## src/hdl/bpc_pkg.sv

```systemverilog
// ----------------------------------------------------------------------------
// Button press classifier package
// Register indexes, register widths and reset values shared by the design.
// ----------------------------------------------------------------------------
package bpc_pkg;

  // Configuration port geometry
  localparam int CFG_INDEX_WIDTH = 2;
  localparam int CFG_DATA_WIDTH  = 16;

  // Register indexes
  localparam logic [CFG_INDEX_WIDTH-1:0] REG_IDLE_LEVEL   = 2'd0;
  localparam logic [CFG_INDEX_WIDTH-1:0] REG_FILTER_TICKS = 2'd1;
  localparam logic [CFG_INDEX_WIDTH-1:0] REG_LONG_TICKS   = 2'd2;

  // Threshold register width
  localparam int TICKS_WIDTH = 16;

  // Reset values of the registers
  localparam logic                   IDLE_LEVEL_RESET   = 1'b1;
  localparam logic [TICKS_WIDTH-1:0] FILTER_TICKS_RESET = 16'd5;
  localparam logic [TICKS_WIDTH-1:0] LONG_TICKS_RESET   = 16'd100;

  // Default counter width
  localparam int COUNT_WIDTH_DEFAULT = 16;

endpackage

```

## src/hdl/button_press_classifier.sv

```systemverilog
// ----------------------------------------------------------------------------
// Button press classifier
// Debounces a sampled push-button level and reports short press, long press
// and release as flags of a result, one result transaction per input transaction.
// ----------------------------------------------------------------------------
// The result of a pin sample is registered and appears in the cycle after it is accepted.
// Throughput: one sample per cycle; the phase update and both counter
// compares sit in one level of logic ahead of the state and result registers.
// A waiting result does not stop the next sample while out_ready is high.
// Reset (synchronous, rst high): phase idle, counters cleared, button taken as
// not pressed, registers at idle level 1, filter 5 ticks, long press 100 ticks.
module button_press_classifier #(
  parameter int COUNT_WIDTH = bpc_pkg::COUNT_WIDTH_DEFAULT
) (
  input  logic                                 clk,
  input  logic                                 rst,
  // Sample channel
  input  logic                                 in_valid,
  output logic                                 in_ready,
  input  logic                                 pin_level,
  // Result channel
  output logic                                 out_valid,
  input  logic                                 out_ready,
  output logic                                 short_press,
  output logic                                 long_press,
  output logic                                 released,
  // Configuration write port
  input  logic                                 cfg_write,
  input  logic [bpc_pkg::CFG_INDEX_WIDTH-1:0]  cfg_index,
  input  logic [bpc_pkg::CFG_DATA_WIDTH-1:0]   cfg_data
);

  // Phase codes
  localparam logic [2:0] PH_IDLE       = 3'd0;
  localparam logic [2:0] PH_FILTER     = 3'd1;
  localparam logic [2:0] PH_SHORT      = 3'd2;
  localparam logic [2:0] PH_SHORT_HOLD = 3'd3;
  localparam logic [2:0] PH_LONG       = 3'd4;
  localparam logic [2:0] PH_LONG_HOLD  = 3'd5;
  localparam logic [2:0] PH_RELEASE    = 3'd6;

  // Compare width covers both the counters and the threshold registers
  localparam int CMP_WIDTH = (COUNT_WIDTH > bpc_pkg::TICKS_WIDTH) ?
                             COUNT_WIDTH : bpc_pkg::TICKS_WIDTH;

  logic                            idle_level;
  logic [bpc_pkg::TICKS_WIDTH-1:0] filter_ticks;
  logic [bpc_pkg::TICKS_WIDTH-1:0] long_ticks;

  logic [2:0]             phase;
  logic [2:0]             phase_next;
  logic [COUNT_WIDTH-1:0] filter_count;
  logic [COUNT_WIDTH-1:0] filter_count_next;
  logic [COUNT_WIDTH-1:0] hold_count;
  logic [COUNT_WIDTH-1:0] hold_count_next;
  logic                   was_pressed;

  logic                   pressed;
  logic                   in_fire;
  logic [COUNT_WIDTH-1:0] filter_inc;
  logic [COUNT_WIDTH-1:0] hold_inc;
  logic                   filter_reached;
  logic                   hold_reached;
  logic                   sp_next;
  logic                   lp_next;
  logic                   rl_next;

  // Handshake: the result register frees itself when taken in the same cycle
  assign in_ready = !out_valid || out_ready;
  assign in_fire  = in_valid && in_ready;

  // Configuration registers
  always_ff @(posedge clk) begin
    if (rst) begin
      idle_level   <= bpc_pkg::IDLE_LEVEL_RESET;
      filter_ticks <= bpc_pkg::FILTER_TICKS_RESET;
      long_ticks   <= bpc_pkg::LONG_TICKS_RESET;
    end else if (cfg_write) begin
      unique case (cfg_index)
        bpc_pkg::REG_IDLE_LEVEL:   idle_level   <= cfg_data[0];
        bpc_pkg::REG_FILTER_TICKS: filter_ticks <= cfg_data[bpc_pkg::TICKS_WIDTH-1:0];
        bpc_pkg::REG_LONG_TICKS:   long_ticks   <= cfg_data[bpc_pkg::TICKS_WIDTH-1:0];
        default: ;
      endcase
    end
  end

  // Pressed is any level other than the idle level
  assign pressed = (pin_level != idle_level);

  // Saturating increments of both counters
  assign filter_inc = (&filter_count) ? filter_count : filter_count + 1'b1;
  assign hold_inc   = (&hold_count) ? hold_count : hold_count + 1'b1;

  // Threshold compares use the counts after this sample's increment
  assign filter_reached =
    CMP_WIDTH'(pressed ? filter_inc : filter_count) >= CMP_WIDTH'(filter_ticks);
  assign hold_reached =
    CMP_WIDTH'(pressed ? hold_inc : hold_count) >= CMP_WIDTH'(long_ticks);

  // Phase machine; a reached threshold overrides a release in the same tick
  always_comb begin
    phase_next        = phase;
    filter_count_next = filter_count;
    hold_count_next   = hold_count;
    sp_next           = 1'b0;
    lp_next           = 1'b0;
    rl_next           = 1'b0;
    unique case (phase)
      PH_FILTER: begin
        if (pressed) begin
          filter_count_next = filter_inc;
        end else begin
          phase_next = PH_IDLE;
        end
        if (filter_reached) begin
          phase_next = PH_SHORT;
        end
      end
      PH_SHORT: begin
        sp_next    = 1'b1;
        phase_next = PH_SHORT_HOLD;
      end
      PH_SHORT_HOLD: begin
        if (pressed) begin
          hold_count_next = hold_inc;
        end else begin
          phase_next = PH_RELEASE;
        end
        if (hold_reached) begin
          phase_next = PH_LONG;
        end
      end
      PH_LONG: begin
        lp_next    = 1'b1;
        phase_next = PH_LONG_HOLD;
      end
      PH_LONG_HOLD: begin
        if (!pressed) begin
          phase_next = PH_RELEASE;
        end
      end
      PH_RELEASE: begin
        rl_next    = 1'b1;
        phase_next = PH_IDLE;
      end
      default: begin
        // Idle, and the unused code, wait for a fresh press
        filter_count_next = '0;
        hold_count_next   = '0;
        phase_next        = (pressed && !was_pressed) ? PH_FILTER : PH_IDLE;
      end
    endcase
  end

  // State registers advance once per accepted transaction
  always_ff @(posedge clk) begin
    if (rst) begin
      phase        <= PH_IDLE;
      filter_count <= '0;
      hold_count   <= '0;
      was_pressed  <= 1'b0;
    end else if (in_fire) begin
      phase        <= phase_next;
      filter_count <= filter_count_next;
      hold_count   <= hold_count_next;
      was_pressed  <= pressed;
    end
  end

  // Result register valid flag
  always_ff @(posedge clk) begin
    if (rst) begin
      out_valid <= 1'b0;
    end else if (in_fire) begin
      out_valid <= 1'b1;
    end else if (out_ready) begin
      out_valid <= 1'b0;
    end
  end

  // Result register payload
  always_ff @(posedge clk) begin
    if (in_fire) begin
      short_press <= sp_next;
      long_press  <= lp_next;
      released    <= rl_next;
    end
  end

  // At most one report per result
  assert property (@(posedge clk) disable iff (rst)
    out_valid |-> $onehot0({short_press, long_press, released}))
    else $error("more than one report flag set in a result");

  // A sample taken in the short press phase reports a short press
  assert property (@(posedge clk) disable iff (rst)
    (in_fire && phase == PH_SHORT) |=> (out_valid && short_press))
    else $error("short press phase did not report a short press");

  // Leaving idle always starts with cleared counters
  assert property (@(posedge clk) disable iff (rst)
    (in_fire && phase == PH_IDLE) |=> (filter_count == '0 && hold_count == '0))
    else $error("counters not cleared in idle");

  // An empty result register never blocks the sample channel
  assert property (@(posedge clk) disable iff (rst)
    !out_valid |-> in_ready)
    else $error("sample channel stalled with empty result register");

endmodule
```

## config.mk

```make
export PLATFORM = sky130hd
export DESIGN_NAME = button_press_classifier
export DESIGN_NICKNAME = d
export VERILOG_FILES = /design/src/hdl/bpc_pkg.sv /design/src/hdl/button_press_classifier.sv
export SDC_FILE = /design/constraint.sdc
export NUM_CORES = 1
export LEC_CHECK = 0
export BUFFER_PORTS_ARGS = -buffer_cell sky130_fd_sc_hd__buf_2
export CELL_PAD_IN_SITES_DETAIL_PLACEMENT = 1
export CELL_PAD_IN_SITES_GLOBAL_PLACEMENT = 1
export CORE_UTILIZATION = 43
export CTS_BUF_LIST = sky130_fd_sc_hd__clkbuf_4
export DETAILED_ROUTE_END_ITERATION = 12
export PLACE_DENSITY_LB_ADDON = 0.1
export SYNTH_ARGS = -nofsm -noshare
export SYNTH_HDL_FRONTEND = slang
export SYNTH_SLANG_ARGS = --single-unit
```

## constraint.sdc

```tcl
create_clock -name clk -period 3.3 [get_ports clk]
set_input_delay 0.33 -clock clk [delete_from_list [all_inputs] [get_ports clk]]
set_output_delay 0.33 -clock clk [all_outputs]
set_load 0.02 [all_outputs]
```

* Word-level counts from Yosys, hierarchy flattened
Index checks and enable logic that the tools add are counted.
** Storage, ports and cells
- Register bits after elaboration :: 73
** Operators by class
- Add/sub/neg operators :: 2
- $lt $le $gt $ge :: 2
- Equality and inequality tests :: 10
- Muxes and demuxes :: 17
- Bitwise operators :: 2
- Reduce and logical (&&, ||, !) cells :: 17
** Operator list (number)
- 16-bit two-way mux :: 4
- 16-bit one-hot mux with 2 select lines :: 2
- 16-bit by 1-bit adder with 16-bit output (second input constant) :: 2
- 16-bit greater-or-equal comparator :: 2
- 16-bit AND reduction :: 2
- 3-bit one-hot mux with 6 select lines :: 1
- 3-bit two-way mux :: 4
- 2-bit AND reduction :: 6
- 5-bit OR reduction :: 2
- 3-bit == test (second input constant) :: 3
- 3-bit by 2-bit == test with 1-bit output (second input constant) :: 2
- 1-bit two-way mux :: 6
- 3-bit by 1-bit == test with 1-bit output (second input constant) :: 1
- 3-bit != test (second input constant) :: 1
- 2-bit by 1-bit == test with 1-bit output (second input constant) :: 1
- 2-bit == test (second input constant) :: 1
- 1-bit logical AND :: 2
- 1-bit zero test :: 2
- 2-bit zero test :: 1
- 1-bit NOT :: 2
- 2-bit nonzero test :: 1
- 1-bit logical OR :: 1
- 1-bit != test :: 1

* Depth between registers and ports, before layout
Gate-level depths: netlist (run 1).
- Depth after elaboration :: 6
- Gate-level depth with buffers :: 14
- Depth with buffers taken out :: 14

* Least setup slack after synthesis (run 1)
No wires, ideal clock.
- Path type :: flip-flop to flip-flop
- Start point :: register filter_count[4]
- End point :: register phase[0]
- Arrival time :: 2972 ps
- Data required time :: 3230 ps
- Slack :: 258 ps
- Cell stages (with the launch flop) :: 14
- Period minus slack after synthesis :: 3042 ps
- Path through :: dfxtp_1 -> buf_6 -> nand4_2 -> nor4_4 -> nor3b_4 -> nand3_2 -> mux2_4 -> ha_1 -> nand4_1 -> nor3_1 -> a2111oi_0 -> nand3b_1 -> o21a_1 -> o2bb2ai_1
** On the way
- Longest elaborated chain between the ends :: 6
- Elaborated cells between the ends (all ways) :: 9
- Classes of those cells :: add/sub (1); order compare (1); eq/ne (1); mux (4); reduce/logical (2)
** RTL lines
- start, declared :: RTL line button_press_classifier.sv:52 : logic [COUNT_WIDTH-1:0] filter_count;
- start signal, assigned :: RTL line button_press_classifier.sv:165 : filter_count <= filter_count_next;
- 16-bit by 1-bit adder with 16-bit output or 16-bit AND reduction (tied branches) :: RTL line button_press_classifier.sv:92 : assign filter_inc = (&filter_count) ? filter_count : filter_count + 1'b1;
- 16-bit two-way mux :: RTL line button_press_classifier.sv:92
- 16-bit two-way mux *
- 16-bit greater-or-equal comparator * :: RTL line button_press_classifier.sv:97 : CMP_WIDTH'(pressed ? filter_inc : filter_count) >= CMP_WIDTH'(filter_ticks);
- 3-bit two-way mux or 3-bit != test (tied branches)
- 3-bit one-hot mux with 6 select lines or 2-bit AND reduction (tied branches)
- end signal, assigned :: RTL line button_press_classifier.sv:164 : phase <= phase_next;
- end, declared :: RTL line button_press_classifier.sv:50 : logic [2:0] phase;
Mark *: on every way between the ends. The rest lies on a longest branch, timed or not.
A chain may end at the register's enable or synchronous reset.

* Final worst setup path (run 1)
- Start point :: register filter_count[8]
- End point :: register phase[0]
The elaborated chain is that of the path after synthesis.

==> results of run 1 <==
[worst reg2reg max path, cell delays in order, from the launching register on]
cell	delay, ps
dfxtp_1	450
nand2_1	180
nor4_4	290
buf_4	220
nand3_1	120
nor3_1	210
a21oi_1	140
ha_1	350
nand4_1	180
buf_4	150
nor2_1	40
a2111oi_1	400
nand3b_1	200
o21a_1	220
o2bb2ai_1	130
[layout by cell type (no fill, tap or decap), types with 6 or more instances in the layout]
master | Yosys | routed
nand2_1 | 93 | 93
dfxtp_1 | 70 | 63
a21oi_1 | 59 | 59
inv_1 | 37 | 37
nor2_1 | 37 | 33
ha_1 | 34 | 33
buf_2 | 2 | 28
buf_4 | 1 | 20
o21ai_0 | 20 | 19
a31oi_1 | 18 | 18
xnor2_1 | 15 | 15
nand3_1 | 16 | 14
nor3_1 | 11 | 10
xor2_1 | 9 | 9
clkbuf_4 | 0 | 9
nand2b_1 | 8 | 8
nand4_1 | 8 | 8
dfxtp_2 | 0 | 7
a22o_1 | 6 | 6
[kinds of logic after synthesis]
group / synth area share, %
simple gates: 23.59
compound gates: 21.72
mux: 1.102
buf+inv: 5.565
flops: 33.67
fa+ha+maj: 9.605
xor+xnor: 4.746
[cell type report]
cell class	count	area [um^2]
inverter	38	142.6
sequential	73	1500
multi-input combinational	425	2776
fill	1229	4845
clock buffer	9	67.56
tap	133	166.4
clock inverter	7	76.32
timing repair buffer	48	290.3
[sequential cells by signal (all words and copies together), names as in the netlist]
signal        cells
filter_count     16
filter_ticks     16
hold_count       16
idle_level        1
long_press        1
long_ticks       16
out_valid         1
phase             3
released          1
short_press       1
was_pressed       1
[power by group through the flow]
stage | logic [mW] | registers, mW | clock network, mW
6_report | 0.227 | 0.933 | 0.615
5_1_grt | 0.254 | 0.937 | 0.683
4_1_cts | 0.219 | 0.933 | 0.637
3_5_place_dp | 0.216 | 0.952 | 0
3_3_place_gp | 0.208 | 0.950 | 0
2_1_floorplan | 0.143 | 0.945 | 0
[path summary, 6_finish.rpt]
| check | to | cells past startpoint |
|---|---|---|
| max | phase[0] | 14 |
| min | long_ticks[5] | 2 |
| max reg2reg | phase[0] | 14 |
| min reg2reg | long_ticks[10] | 2 |
[per-stage QoR]
step | TNS (ps) | power, mW | hold WS (ps)
3_5_place_dp | 0 | 1.169 | 449.3
4_1_cts | 0 | 1.789 | 72.47
5_1_grt | -395.0 | 1.874 | 62.67
6_report | -32.03 | 1.775 | 97.62
2_1_floorplan | 0 | 1.087 | 436.3
3_3_place_gp | 0 | 1.158 | 445.7
[per-layer routing]
layer  vias to the layer above  track usage, %
li1                       2054               -
met1                      2028           36.70
met2                        77           39.63
met3                        12           4.368
met4                         0           7.801
met5                         -               0
[what timing repair did]
action / CTS / global route
setup endpoints to repair: 1 / 3
pin swaps: 0 / 9
resized for setup: 2 / 24
setup buffers: 0 / 4
==> impl_metrics.env, run 1 <==
export IMPL_setup_viol=1
export IMPL_ys_warn_count=0
export IMPL_clk_pin_slew_ps=150
export IMPL_synth_seq_area_share_pct=33.67
export IMPL_die_height_um=103.5
export IMPL_maxCapViolCount=0
export IMPL_drive_gt1_share_pct=16.83
export IMPL_coreArea_um2=9864
export IMPL_synthTopCellsByCount="nand2_1 (93), dfxtp_1 (70), a21oi_1 (59), inv_1 (37), nor2_1 (37)"
export IMPL_period_share_pct=101.0
export IMPL_dp_hpwl_mm=9.446
export IMPL_route_top_layer_used="met4"
export IMPL_grt_max_degree=37
export IMPL_min_from="cfg_data[5]"
export IMPL_critPathMostFrequentCell="buf_4"
export IMPL_synth_top_area_share_pct=31.64
export IMPL_vias=4171
export IMPL_stdcell_area_um2=5020
export IMPL_drt_total_wl_mm=12.91
export IMPL_die_x_um=103.5
export IMPL_grt_use_total_pct=25.75
export IMPL_synth_top_area_cell="dfxtp_1"
export IMPL_grt_setup_unrepaired="yes"
export IMPL_met1Wirelength_mm=6.314
export IMPL_cts_buffers=9
export IMPL_skew_ps=17.33
export IMPL_via_per_inst=5.690
export IMPL_period_needed_ps=3332
export IMPL_num_io_pins=29
export IMPL_drt_iter0_markers=109
export IMPL_r2r_start="filter_count[8]"
export IMPL_power_frac_comb_pct=12.8
export IMPL_cp_start_kind="flip-flop"
export IMPL_io_buffers=28
export IMPL_timing_reg2reg_setup_slack_ps=-30
export IMPL_worstPathArrival_ps=3710
export IMPL_synth_edf_count=3
export IMPL_p_sw_share_pct=30.59
export IMPL_cp_cell_sequence="nand2_1 > nor4_4 > buf_4 > nand3_1 > nor3_1 > a21oi_1 > ha_1 > nand4_1 > buf_4 > nor2_1 > a2111oi_1 > nand3b_1 > o21a_1 > o2bb2ai_1"
export IMPL_fin_util_pct=50.89
export IMPL_synth_flop_cell="dfxtp_1"
export IMPL_cts_tree="yes"
export IMPL_ir_worst_vdd_mv=0.1851
export IMPL_cp_required_ps=3680
export IMPL_startpoint="filter_count[8]"
export IMPL_post_route_drc_count=0
export IMPL_drv_slew=0
export IMPL_async_flop_share_pct=0
export IMPL_syn_area_per_cell_um2=7.938
export IMPL_grt_overflow=0
export IMPL_cp_buffers_inverters=2
export IMPL_firstDrtPassIters=4
export IMPL_synthCells=558
export IMPL_gp_congestion=0.8631
export IMPL_grt_pass1_vias=3971
export IMPL_antenna_found_initial=0
export IMPL_hold_buffers=0
export IMPL_n_antenna_cell=0
export IMPL_syn_nets=616
export IMPL_p_switching_uw=543.0
export IMPL_dpl_cell_count=713
export IMPL_power_frac_seq_pct=52.6
export IMPL_cp_max_fo=5
export IMPL_crit_slowest_cell="dfxtp_1"
export IMPL_outcome="finished, violations left"
export IMPL_htree_levels=3
export IMPL_drtAntennaViolNets=0
export IMPL_area_growth_pct=13.33
export IMPL_fin_cells=733
export IMPL_syn_area_um2=4429
export IMPL_fmax_mhz=300.1
export IMPL_endpoint_kind="flip-flop"
export IMPL_cpPeakStageDelay_ps=450
export IMPL_rows=36
export IMPL_tightest_slew_ps=760.9
export IMPL_slew_limit_headroom_pct=49.27
export IMPL_clockBufferDepth=2
export IMPL_pre_cts_ws_ps=83.94
export IMPL_clock_sinks=73
export IMPL_worstSkewPairLatency_ps=450
export IMPL_post_drt_wl_per_cell_um=17.61
export IMPL_grt_pass1_wl_mm=20.58
export IMPL_post_dp_cell_area_um2=4752
export IMPL_synth_seq_cells=73
export IMPL_cts_root_buf="clkbuf_4"
export IMPL_crit_family="simple AND/OR/NAND/NOR gates"
export IMPL_ys_top_cells_by_area="dfxtp_1 (32%), ha_1 (9.6%), nand2_1 (7.9%)"
export IMPL_initial_core_util_pct=44.90
export IMPL_layout_nets=653
export IMPL_clockPowerShare_pct=34.6
export IMPL_min_path_type="in2reg"
export IMPL_setup_ws_ps=-32.03
export IMPL_violations="negative setup slack"
export IMPL_hold_viol=0
export IMPL_wl_met3_um=516
export IMPL_die_area_um2=10710
export IMPL_ys_types=67
export IMPL_path_class="reg2reg"
export IMPL_leakage_nw=1.967
export IMPL_route_met2_wl_mm=5.945
export IMPL_p_int_mw=1.232
export IMPL_yosysMostFrequentCell="nand2_1"
export IMPL_p_per_area_nw_per_um2=353.7
(Power assumes the default switching activity.)
==> run 2, diff against run 1 <==
BUFFER_PORTS_ARGS = -buffer_cell sky130_fd_sc_hd__clkbuf_2   (was -buffer_cell sky130_fd_sc_hd__buf_2)
CTS_CLUSTER_SIZE = 24   (was default)
GPL_TIMING_DRIVEN = 0   (was default)
==> impl_metrics.env, run 2 (synthesis gave the netlist of run 1 again) <==
export IMPL_initial_core_util_pct=44.90
export IMPL_grt_use_total_pct=24.85
export IMPL_fin_util_pct=52.71
export IMPL_ir_worst_vdd_mv=0.2045
export IMPL_cts_root_buf="clkbuf_4"
export IMPL_htree_levels=3
export IMPL_drt_iter0_markers=117
export IMPL_rows=36
export IMPL_grt_max_degree=13
export IMPL_layout_nets=671
export IMPL_clock_sinks=73
export IMPL_cts_tree="yes"
export IMPL_leakage_nw=2.025
export IMPL_grt_setup_unrepaired="yes"
export IMPL_hold_viol=0
export IMPL_die_area_um2=10710
export IMPL_die_x_um=103.5
export IMPL_via_per_inst=5.636
export IMPL_final_cell_mix="nand2_1 (93), dfxtp_1 (58), a21oi_1 (56)"
export IMPL_nFillCells=1224
export IMPL_path_class="reg2reg"
export IMPL_min_path_type="in2reg"
export IMPL_skew_ps=12.42
export IMPL_n_antenna_cell=0
export IMPL_hold_buffers=0
export IMPL_dp_hpwl_mm=9.685
export IMPL_die_height_um=103.5
export IMPL_maxCapViolCount=0
export IMPL_drv_slew=0
export IMPL_num_io_pins=29
export IMPL_drtAntennaViolNets=0
export IMPL_grt_pass1_wl_mm=19.85
export IMPL_outcome="finished, violations left"
export IMPL_p_per_area_nw_per_um2=349.6
export IMPL_cp_required_ps=3670
export IMPL_area_growth_pct=17.40
export IMPL_grt_pass1_vias=4028
export IMPL_grt_overflow=0
export IMPL_period_share_pct=100.3
export IMPL_slew_limit_headroom_pct=46.74
export IMPL_violations="negative setup slack"
export IMPL_timing_hold_ws_ps=114.7
export IMPL_io_buffers=28
export IMPL_clockBufferDepth=2
export IMPL_firstDrtPassIters=5
export IMPL_cp_start_kind="flip-flop"
export IMPL_worstSkewPairLatency_ps=430
export IMPL_endpoint_kind="flip-flop"
export IMPL_cp_max_fo=5
export IMPL_coreArea_um2=9864
export IMPL_setup_ws_ps=-10.12
export IMPL_drt_total_wl_mm=13.18
export IMPL_gp_congestion=0.8027
export IMPL_cts_buffers=9
export IMPL_fmax_mhz=302.1
export IMPL_worstPathArrival_ps=3680
export IMPL_period_needed_ps=3310
export IMPL_final_common_cell="nand2_1"
export IMPL_post_drt_wl_per_cell_um=17.55
export IMPL_drive_gt1_share_pct=18.61
export IMPL_tightest_slew_ps=792.9
export IMPL_antenna_found_initial=0
export IMPL_vias=4233
export IMPL_post_route_drc_count=0
export IMPL_clk_pin_slew_ps=130
export IMPL_setup_viol=1
[run 2: cell count changes in the layout (fill, tap and decap cells not counted), sizes merged]
| cell | change |
|---|---|
| clkbuf | +43 |
| buf | -24 |
| inv | -3 |
| bufinv | +1 |
| clkinvlp | +1 |
[run 2: final cells by class]
| class | instances | area (um^2) | share of cell area, % |
|---|---|---|---|
| buffer | 22 | 107.6 | 2.069 |
| clock buffer | 10 | 75.07 | 1.444 |
| clock inverter | 6 | 82.58 | 1.588 |
| inverter | 38 | 142.6 | 2.743 |
| multi-input combinational | 425 | 2859 | 54.98 |
| sequential | 73 | 1506 | 28.97 |
| tap | 133 | 166.4 | 3.200 |
| timing repair buffer | 44 | 260.3 | 5.005 |
[run 2: timing repair]
action,4_1_cts,5_1_grt
endpoints found under the setup margin,3,3
pin swaps,2,15
hold endpoints to repair,0,0
gates resized for setup,6,38
buffers inserted,3,13
[run 2: path summary, 6_finish.rpt]
kind	start	endpoint	slack (ps)	depth (start not counted)
setup / recovery	filter_count[5]	phase[0]	-10	14
hold / removal	cfg_data[10]	filter_ticks[10]	110	3
setup reg to reg	filter_count[5]	phase[0]	-10	14
hold reg to reg	long_ticks[12]	long_ticks[12]	460	2
[run 2: metrics by stage]
step / cells / area [um^2] / TNS (ps) / setup WS (ps) / power, mW
after detailed placement: 719 / 4736 / -907.3 / -356.0 / 1.169
after floorplan: 558 / 4429 / 0 / 258.0 / 1.087
after global placement: 719 / 4736 / -698.9 / -291.3 / 1.160
after CTS: 738 / 4950 / 0 / 2.226 / 1.826
after global routing: 751 / 5200 / -261.2 / -141.2 / 1.901
final: 751 / 5200 / -10.12 / -10.12 / 1.818
[run 2: critical path: stages (launching register included)]
cell,delay (ps)
dfxtp_2,340
buf_6,110
nand4_4,130
nor4_4,310
nor3b_4,310
nand3_2,140
mux2_4,360
ha_4,250
nand4_1,160
buf_4,170
nor2_4,40
a2111oi_4,290
nand3b_1,260
o21a_1,250
o2bb2ai_1,120
[run 2: power by group]
| group | switching, mW | total (mW) | internal (mW) |
|---|---|---|---|
| clock network | 0.339 | 0.651 | 0.312 |
| registers | 0.0154 | 0.926 | 0.910 |
| logic | 0.156 | 0.241 | 0.0853 |
[run 2: routing by layer]
metal	routed length, um	up-vias	global-route usage (%)
met3	310	16	2.823
li1	-	2091	-
met5	0	-	0
met2	6252	59	40.35
met4	209	0	8.342
met1	6405	2067	34.29
